===== src/hdl/ptc_pkg.sv =====
// Shared types and codes for the pretrigger capture FIFO.
package ptc_pkg;

  localparam int WORD_W  = 64;
  localparam int KIND_W  = 3;
  localparam int STAT_W  = 3;
  localparam int MOVED_W = 9;
  localparam int LEVEL_W = 6;
  localparam int DEPTH_W = 9;

  localparam logic [KIND_W-1:0] KIND_PUSH    = 3'd0;
  localparam logic [KIND_W-1:0] KIND_OPEN    = 3'd1;
  localparam logic [KIND_W-1:0] KIND_CLOSE   = 3'd2;
  localparam logic [KIND_W-1:0] KIND_DRAIN   = 3'd3;
  localparam logic [KIND_W-1:0] KIND_FAULT   = 3'd4;
  localparam logic [KIND_W-1:0] KIND_RECOVER = 3'd5;

  localparam logic [STAT_W-1:0] ST_PRE_STORED  = 3'd0;
  localparam logic [STAT_W-1:0] ST_QUEUED      = 3'd1;
  localparam logic [STAT_W-1:0] ST_DROPPED     = 3'd2;
  localparam logic [STAT_W-1:0] ST_FAULT_REJ   = 3'd3;
  localparam logic [STAT_W-1:0] ST_DRAINED     = 3'd4;
  localparam logic [STAT_W-1:0] ST_NOTHING     = 3'd5;
  localparam logic [STAT_W-1:0] ST_OPENED      = 3'd6;
  localparam logic [STAT_W-1:0] ST_NO_EFFECT   = 3'd7;

  typedef enum logic [2:0] {
    OP_PUSH,
    OP_OPEN,
    OP_CLOSE,
    OP_DRAIN,
    OP_FAULT,
    OP_RECOVER,
    OP_NONE
  } ptc_op_t;

  typedef struct packed {
    ptc_op_t             op;
    logic [WORD_W-1:0]   word;
  } ptc_cmd_t;

endpackage


===== src/hdl/ptc_ifs.sv =====
// Channel interfaces of the pretrigger capture FIFO.
interface ptc_in_if;
  logic        valid;
  logic        ready;
  logic [2:0]  kind;
  logic [63:0] frame_word;
  modport source (output valid, output kind, output frame_word, input ready);
  modport sink   (input valid, input kind, input frame_word, output ready);
endinterface



===== src/hdl/ptc_front.sv =====
// Front end: accept items, decode the kind and hold them in a two-entry queue.
module ptc_front
  import ptc_pkg::*;
#(
  parameter int WORD_BITS = 64
) (
  input  logic     clk,
  input  logic     rst_n,
  ptc_in_if.sink   in_chan,
  output logic     cmd_valid,
  output ptc_cmd_t cmd,
  input  logic     cmd_pop
);

  ptc_cmd_t   q_r [2];
  logic       wp_r, wp_nxt;
  logic       rp_r, rp_nxt;
  logic [1:0] cnt_r, cnt_nxt;
  logic       push;
  ptc_cmd_t   dec;

  always_comb begin
    unique case (in_chan.kind)
      KIND_PUSH:    dec.op = OP_PUSH;
      KIND_OPEN:    dec.op = OP_OPEN;
      KIND_CLOSE:   dec.op = OP_CLOSE;
      KIND_DRAIN:   dec.op = OP_DRAIN;
      KIND_FAULT:   dec.op = OP_FAULT;
      KIND_RECOVER: dec.op = OP_RECOVER;
      default:      dec.op = OP_NONE;
    endcase
    dec.word = WORD_W'(in_chan.frame_word[WORD_BITS-1:0]);
  end

  assign in_chan.ready = (cnt_r != 2'd2);
  assign push          = in_chan.valid && in_chan.ready;
  assign cmd_valid     = (cnt_r != 2'd0);
  assign cmd           = q_r[rp_r];

  always_comb begin
    wp_nxt  = push ? ~wp_r : wp_r;
    rp_nxt  = cmd_pop ? ~rp_r : rp_r;
    cnt_nxt = cnt_r + {1'b0, push} - {1'b0, cmd_pop};
  end

  always_ff @(posedge clk) begin
    if (!rst_n) begin
      wp_r  <= 1'b0;
      rp_r  <= 1'b0;
      cnt_r <= 2'd0;
    end else begin
      wp_r  <= wp_nxt;
      rp_r  <= rp_nxt;
      cnt_r <= cnt_nxt;
    end
    if (push) begin
      q_r[wp_r] <= dec;
    end
  end

endmodule


===== src/flat_wrapper.sv =====
// flat-port wrapper written by rule: the top's interface ports become plain ports
module ptc_front_flat import ptc_pkg::*;
#(
  parameter int WORD_BITS = 64
)
  (clk, rst_n, cmd_valid, cmd, cmd_pop, in_chan_valid, in_chan_kind, in_chan_frame_word, in_chan_ready);
  ptc_in_if in_chan_i ();
  input  logic clk;
  input  logic rst_n;
  output logic cmd_valid;
  output ptc_cmd_t cmd;
  input  logic cmd_pop;
  input wire logic [$bits(in_chan_i.valid)-1:0] in_chan_valid;
  input wire logic [$bits(in_chan_i.kind)-1:0] in_chan_kind;
  input wire logic [$bits(in_chan_i.frame_word)-1:0] in_chan_frame_word;
  output wire logic [$bits(in_chan_i.ready)-1:0] in_chan_ready;
  assign in_chan_i.valid = in_chan_valid;
  assign in_chan_i.kind = in_chan_kind;
  assign in_chan_i.frame_word = in_chan_frame_word;
  assign in_chan_ready = in_chan_i.ready;
  ptc_front #(.WORD_BITS(WORD_BITS)) u_core (.clk(clk), .rst_n(rst_n), .in_chan(in_chan_i), .cmd_valid(cmd_valid), .cmd(cmd), .cmd_pop(cmd_pop));
endmodule

===== config.mk =====
export PLATFORM = sky130hd
export DESIGN_NAME = ptc_front_flat
export DESIGN_NICKNAME = d
export VERILOG_FILES = /design/src/hdl/ptc_pkg.sv /design/src/hdl/ptc_ifs.sv /design/src/hdl/ptc_front.sv /design/src/flat_wrapper.sv
export SDC_FILE = /design/constraint.sdc
export NUM_CORES = 1
export LEC_CHECK = 0
export BUFFER_PORTS_ARGS = -buffer_cell sky130_fd_sc_hd__buf_2
export CAP_MARGIN = 20
export CORE_MARGIN = 5
export CORE_UTILIZATION = 52
export CTS_CLUSTER_SIZE = 30
export DETAILED_ROUTE_END_ITERATION = 10
export PLACE_DENSITY_LB_ADDON = 0.12
export SYNTH_ARGS = -nofsm -noshare
export SYNTH_HDL_FRONTEND = slang
export SYNTH_SLANG_ARGS = --single-unit
export TNS_END_PERCENT = 50

===== constraint.sdc =====
create_clock -name clk -period 5.2 [get_ports clk]
set_clock_uncertainty 0.15 [all_clocks]
set_input_delay 1.04 -clock clk [delete_from_list [all_inputs] [get_ports clk]]
set_output_delay 1.04 -clock clk [all_outputs]
set_load 0.01 [all_outputs]

# After elaboration in Yosys (flattened, before gate mapping)
# Memories as Yosys holds them, arrays and structs flattened. A register that Yosys moved wholly into a read port is not among the register bits.
# Cells that the tools add are included.
[word_totals] reg_bits=4 ram_bits=134 input_bits=71 out_inout_bits=69 wordCells=22 n_memories=1
[mem_list] name="u_core.q_r" depth=2 word_bits=67 read_ports=1 rd_clocked_by_memory_dff=1 wr=1 line_no="ptc_front.sv:15" rtl="ptc_cmd_t q_r [2];"
[op_classes] add_sub_neg=2 eq_ne=6 muxes=5 n_bitwise=2 n_reduce_logical=3
[ops] cell="3-bit one-hot mux with 6 select lines" count=1
[ops] cell="3-bit by 2-bit == test with 1-bit output, second input constant" count=2
[ops] cell="3-bit == test, second input constant" count=2
[ops] cell="1-bit 2-to-1 mux" count=4
[ops] cell="3-bit by 1-bit == test with 1-bit output, second input constant" count=1
[ops] cell="3-bit zero test" count=1
[ops] cell="2-bit by 1-bit adder with 2-bit output" count=1
[ops] cell="2-bit inequality test, second input constant" count=1
[ops] cell="1-bit inverter" count=2
[ops] cell="2-bit nonzero test" count=1
[ops] cell="2-bit by 1-bit subtractor with 2-bit output" count=1
[ops] cell="1-bit logical AND" count=1

# Longest topological paths before layout
# Gate-level depths: netlist of run 1.
[logic_depth] word_depth=4 mapped_depth=7 mapped_depth_nobuf=7

# Least setup slack after synthesis of run 1
# Ideal clock, no wire load.
[synth_path] path_kind="input-to-reg" startpoint="input port in_chan_valid" endpoint="memory u_core.q_r[0][0] in the netlist's numbering, enable pin" setup_time_ns=0.500 arrival_time_ns=4.177 t_required_ns=4.550 slack_ns=0.373 stages=2 path_buffers=0 cell_sequence="and2_1 -> nor2b_1"
[synth_via] elab_chain_cells=3
[synth_lines] item="start: declaration" line_no="flat_wrapper.sv:13" rtl="input wire logic [$bits(in_chan_i.valid)-1:0] in_chan_valid;"
[synth_lines] item="1-bit logical AND" line_no="ptc_front.sv:36" rtl="assign push = in_chan.valid && in_chan.ready;"
[synth_lines] item="1-bit 2-to-1 mux" line_no="ptc_front.sv:56" rtl="if (push) begin"
[synth_lines] item="1-bit 2-to-1 mux (not written as such)" line_no="ptc_front.sv:57" rtl="q_r[wp_r] <= dec;"
[synth_lines] item="end: declaration" line_no="ptc_front.sv:15"
# No other way between the ends.

==> impl_results.md, run 1 <==
- Status: finished clean
- Tot GR Track Use: 15.41%
- PostCTS Resize Cnt: 0
- Number of synthesized flops with an enable pin: 134
- CTS Buf Count: 17
- Post-CTS Setup Bufs: 0
- Reg area: 4128 um^2
- Mapped Area: 5191 um^2
- Crit path launch type: register
- Diode count: 0
- Avg Cell Area, Syn: 22.00 um^2
- Core box area: 9774 um^2
- Number of clock sinks: 139
- DR vias: 2575
- Period minus WS final: 3.336 ns
- Area share of the largest cell type after synthesis: 77.51%
- First-pass GRT wire length: 13320 um
- Area grow syn2layout: 26.63%
- Ys flop type: edfxtp_1
- P_int: 2.348 mW
- RD Place Congestion: 0.6911
- Period utilization: 64.15%
- NetSw: 734.8 uW
- Count leader, synth: edfxtp_1
- Filler cells: 725
- Syn_nets: 309
- Worst vdd ir: 0.2947 mV
- Final worst slack: 1.864 ns
- Setup TNS: 0 ns
- Die W: 109.9 um
- Crit path required time: 4.01 ns
- Comb pwr share: 16.1%
- Fmax: 299.8 MHz
- Data arrival time of the critical path: 2.15 ns
- Synth area leader: edfxtp_1
- Net total in the final layout: 460
- Seq/Total Area, Yosys: 79.44%
- Die height: 109.9 um
- H-tree levels: 4
- Vias per cell: 4.849
- Cts hold-fix bufs: 0
- Wirelength per Cell: 16.85 um
- Rows: 36
- Largest net degree at the start of global routing: 68
- Tot Pwr: 3.082 mW
- Die ar.: 12080 um^2
- Top cells by area, synth: edfxtp_1, mux2_4, mux2_2
- #FFs+latches synth: 139
- RSZ-0062 raised after global routing: false
- Max cap viols: 0
- DRC: 0
- Congestion Overflow GR: 0
- # setup viols final: 0
- Leakage power: 2.545 nW
- Drt first pass iters: 4
- Number of global-route vias before repair: 2727
- Synthesized instance count: 236
- Initial antenna violation count: 0
- DR iter-0 viols: 100
- Hold Vio Cnt, Final: 0
- IO Count: 140
- Rel. slew slack: 29.51%
- Post-synth ARST share: 0%
- Top cells by count, synth: edfxtp_1, mux2_2, mux2_4
- Critical Path Fanout Max: 67
- IO Port Bufs: 139
- DP Worst Slack: 2.121 ns
- Hold/Removal Path Class: reg -> reg
- Post-DRT Antenna Nets: 0
- Area of the multi-input gates: 1001 um^2
- CTS tree: built
- Register share of total power: 48.6%
- CTS clock-pin slew for the worst setup and hold paths: 0.05 ns
- Layout cells sized above 1: 60.30%
- Crit Path Category: reg -> out
- WL final: 8948 um
- Post-DP HPWL: 5827 um
- Initial Util: 53.11%
- Slew of the pin with the lowest slew margin: 1.057 ns
- Critical Path Sink Type: output port
- CTS root buf: clkbuf_8
- Skew-Pair Late Insertion Delay: 0.50 ns
- Sw Share: 23.84%
- Pwr Density: 468.9 nW/um^2
- Clock Tree Buf Depth: 2
- Clock power frac: 35.3%
- Ys Warns: 0
- Synth unique cells: 22
- Max-slew violations: 0
## power groups by stage
stage                     clock (mW)  combinational (mW)  sequential (mW)
after CTS                       1.11               0.511             1.50
after floorplan                    0               0.325             1.50
final                           1.09               0.497             1.50
after global routing            1.17               0.542             1.51
after global placement             0               0.503             1.51
after detailed placement           0               0.509             1.52
## final timing paths
| path | cells past startpoint | to | slack (ns) | startpoint |
|---|---|---|---|---|
| max | 2 | cmd[5] | 1.86 | register |
| min | 2 | register | 0.38 | u_core.rp_r$_SDFFE_PN0P_ |
| max reg2reg | 3 | u_core.q_r[1][26]$_DFFE_PP_ | 2.81 | u_core.cnt_r[0]$_SDFF_PN0_ |
| min reg2reg | 2 | register | 0.38 | u_core.rp_r$_SDFFE_PN0P_ |
## stage by stage
step                cells  area, um^2  hold WS [ns]  utilization [%]
floorplan             236        5191        0.3028                -
global placement      501        6030        0.3435            61.69
detailed placement    501        6030        0.3604            61.69
CTS                   531        6574        0.3849            67.26
global route          531        6574        0.4235            67.26
finish                531        6574        0.3791            67.26
## placed cells by master (no fill, tap or decap), types with 2 or more instances in the layout
cell type	netlist	routed
buf_2	3	139
edfxtp_1	134	134
mux2_2	37	37
mux2_4	30	30
clkbuf_16	0	16
clkinvlp_4	0	4
dfxtp_1	5	4
inv_1	3	3
nor2_1	3	3
clkinv_2	0	3
and2_1	2	2
xnor2_1	2	2
ha_1	2	2
clkinv_1	0	2
clkinv_4	0	2
bufinv_16	0	2
## flip-flops by register name, indices dropped and copies added (netlist names), named ones only
name	flops
u_core.q_r	134
u_core.rp_r	1
u_core.wp_r	1
u_core.cnt_r	2
## cell type report
type	instances	share of cell area, %
repair buffers	141	11.00
clock inverters	13	1.979
clock buffers	17	6.300
multi-input cells	85	15.23
flip-flops and latches	139	62.79
inverters	3	0.1713
well taps	133	2.531
## kinds of logic after synthesis
kind of cell | after synthesis | synth area share [%]
DFF | 139 | 79.44
muxes | 67 | 16.70
buffers and inverters | 12 | 1.446
and+or+nand+nor | 11 | 1.181
xor gates and xnor gates | 3 | 0.5062
AOI/OAI and AO/OA | 2 | 0.2410
adders and majority gates | 2 | 0.4820
## per-layer routing
layer,vias up,share of wire (%),track usage [%]
met3,6,7.1,5.696
met2,98,50,24.65
li1,1227,-,-
met1,1244,42,19.06
met4,0,0.51,6.144
met5,-,0,0
## critical path: stages, from the launching register on
cell     delay [ns]
dfxtp_4        1.06
mux2_2         0.44
buf_2          0.15
Note: power is estimated with default switching activity, not from simulation.
==> run 2: changes to the inputs <==
ABC_AREA = 1   (was not set)
clock period = 3.4 ns   (was 5.2 ns; I/O delays follow)
==> run 2 against run 1 <==
Compared with the run above:
- sequential share of layout area fell by 0.23 points
- count of clock-buffer cells in the layout rose by 8
- critical path depth rose by 1
- setup slack got worse by 1.3 ns
- final cell count rose by 2.8%
- highest routed layer is now met5
- combinational power rose by 8.0%
- cell area rose by 0.36%
- synthesized cell count rose by 3.8%
==> impl_results.md, run 2 <==
- WL final: 8993 um (+0.50%)
- P_int: 3.290 mW (+40%)
- Worst vdd ir: 0.3994 mV (+36%)
- Skew-Pair Late Insertion Delay: 0.50 ns (about the same)
- Crit path launch type: register
- Crit path required time: 2.57 ns (-1.44 ns)
- Synthesized instance count: 245 (+3.8%)
- Initial Util: 53.14% (about the same)
- Area grow syn2layout: 27.03%
- Largest registers: u_core.q_r x134, u_core.cnt_r x2
- NetSw: 942.9 uW (+28%)
- Die W: 109.9 um (about the same)
- Syn_nets: 318 (+2.9%)
- IO Count: 140 (unchanged)
- Top reg by flops: u_core.q_r
- Clock power frac: 37.3% (+2.0 points)
- First-pass GRT wire length: 13400 um (+0.62%)
- Comb pwr share: 12.7% (-3.4 points)
- Net total in the final layout: 473 (+2.8%)
- CTS tree: built
- Data arrival time of the critical path: 2.00 ns (-0.15 ns)
- Clock Tree Buf Depth: 2 (unchanged)
- Vias per cell: 4.918 (+1.4%)
- Post-DRT Antenna Nets: 0 (unchanged)
- Pwr Density: 641.6 nW/um^2 (+37%)
- RSZ-0062 raised after global routing: false
- Setup TNS: 0 ns (unchanged)
- Critical Path Sink Type: output port
- Post-DP HPWL: 5998 um (+2.9%)
- Core box area: 9774 um^2 (unchanged)
- Max-slew violations: 0 (unchanged)
- Crit-path slowest cell: dfxtp_4
- Diode count: 0 (unchanged)
- Seq/Total Area, Yosys: 79.40% (about the same)
- Ys flop type: edfxtp_1
- Crit-path max cell delay: 0.61 ns (-0.45 ns)
- M1 GR Usage: 17.75% (-1.3 points)
- Drt first pass iters: 4 (unchanged)
- CTS Buf Count: 17 (unchanged)
- DRC: 0 (unchanged)
- Area share of the largest cell type after synthesis: 77.48% (about the same)
- Tot GR Track Use: 15.27% (-0.14 points)
- #FFs+latches synth: 139 (unchanged)
- Avg Cell Area, Syn: 21.20 um^2 (-3.6%)
- Die height: 109.9 um (about the same)
- Most common library cell in the layout ignoring fill and taps: buf_2
- Largest net degree at the start of global routing: 43 (-37%)
- Top cells by area, synth: edfxtp_1, mux2_4, mux2_2
- Max cap viols: 0 (unchanged)
- Layout cells sized above 1: 58.84% (-1.5 points)
- Slew of the pin with the lowest slew margin: 0.7409 ns (-0.3165 ns)
- Rel. slew slack: 50.49% (+21 points)
- Number of clock sinks: 139 (unchanged)
- Hold/Removal Path Class: in -> reg
- DP Area: 6073 um^2 (+0.73%)
- Number of synthesized flops with an enable pin: 134 (unchanged)
- Rows: 36 (unchanged)
- Initial antenna violation count: 1 (+1)
- Buf/Inv on CP: 2 (+1)
- CTS root buf: clkbuf_8
- CP delay by family, top: flip-flops
- Fmax: 353.1 MHz
- Most frequent cells in the layout: buf_2, edfxtp_1, mux2_2
- Period utilization: 83.29%
- IO Port Bufs: 139 (unchanged)
- Register share of total power: 50.0% (+1.4 points)
- DR iter-0 viols: 85 (-15%)
- Max reg flops: 134 (unchanged)
- Congestion Overflow GR: 0 (unchanged)
- Hold Worst Slack: 0.2110 ns (-0.1681 ns)
- Ys Warns: 0 (unchanged)
- Global route hottest layer: met2
- Hold Vio Cnt, Final: 0 (unchanged)
- H-tree levels: 4 (unchanged)
- CTS clock-pin slew for the worst setup and hold paths: 0.06 ns (about the same)
- Critical path cell sequence: buf_12, mux2_2, buf_2
- PostCTS Resize Cnt: 0 (unchanged)
- Die ar.: 12090 um^2 (about the same)
- Period minus WS final: 2.832 ns
- Top cells by count, synth: edfxtp_1, mux2_2, mux2_4
- GRT met3 Usage: 6.400% (+0.70 points)
- Status: finished clean
- Grt met2 use: 24.65% (unchanged)
- Sw Share: 22.28% (-1.6 points)
- Leakage power: 2.598 nW (+2.1%)
- DR vias: 2685 (+4.3%)
- Number of global-route vias before repair: 2787 (+2.2%)
- Count leader, synth: edfxtp_1
- Wirelength per Cell: 16.47 um (-2.3%)
- Critical Path Fanout Max: 42 (-37%)
- Synth unique cells: 15 (-32%)
- Fin area: 6598 um^2 (+0.36%)
- Mapped Area: 5194 um^2 (about the same)
- Crit Path Category: reg -> out
- RD Place Congestion: 0.7215 (+4.4%)
- Cts hold-fix bufs: 0 (unchanged)
- # setup viols final: 0 (unchanged)
- Post-CTS Setup Bufs: 0 (unchanged)
- Post-synth ARST share: 0% (unchanged)
- Synth area leader: edfxtp_1
run 2: changes by cell type in the layout (fill, tap and decap cells not counted), sizes merged, moves of 3 or more:
cell	change
nor2	+3
nand2	+9
clkbuf	+8
buf	+4
inv	+4
run 2: cell families (layout without fill, tap and decap cells):
group,after synthesis,after routing,synth area share (%)
AO/OA/AOI/OAI,3,3,0.3373
buffers and inverters,16,184,1.735
adder cells (fa/ha/maj),2,2,0.4817
flip-flops,139,139,79.40
AND/OR/NAND/NOR,18,18,1.349
multiplexers,67,67,16.69
run 2: path summary, 6_finish.rpt:
kind,start,endpoint,slack [ns],cells past startpoint
worst max register to register,u_core.cnt_r[0]$_SDFF_PN0_,u_core.q_r[0][19]$_DFFE_PP_,1.41,5
worst min-delay path,in_chan_frame_word[9],u_core.q_r[1][9]$_DFFE_PP_,0.21,1
worst min register to register,u_core.rp_r$_SDFFE_PN0P_,register,0.37,2
worst max-delay path,register,cmd[7],0.57,3
run 2: stage by stage:
stage	utilization, %	cells	setup slack [ns]	power (mW)
finish	67.50	546	0.5681	4.233
floorplan	-	245	0.3325	2.465
global placement	62.14	514	1.050	2.685
global route	67.50	546	0.4621	4.423
CTS	67.50	546	0.5156	4.279
detailed placement	62.14	514	1.058	2.701
run 2: metal layers:
layer / part of all wire [%] / vias to the layer above
met2: 50 / 100
met4: 1.6 / 2
met5: 0.14 / -
met1: 41 / 1306
met3: 7.9 / 13
li1: - / 1264
run 2: final cells by class:
type | count | area [um^2]
Clock buffer | 25 | 484.2
Clock inverter | 7 | 40.04
Fill cell | 698 | 3177
Inverter | 7 | 26.28
Multi-Input combinational cell | 90 | 987.2
Sequential cell | 139 | 4128
Tap cell | 133 | 166.4
Timing Repair Buffer | 145 | 765.7
run 2: power by group through the flow:
stage	logic, mW	clock network, mW	registers [mW]
after detailed placement	0.546	0	2.15
after floorplan	0.326	0	2.14
after global placement	0.538	0	2.15
after CTS	0.548	1.61	2.12
after global routing	0.586	1.70	2.13
final	0.537	1.58	2.12
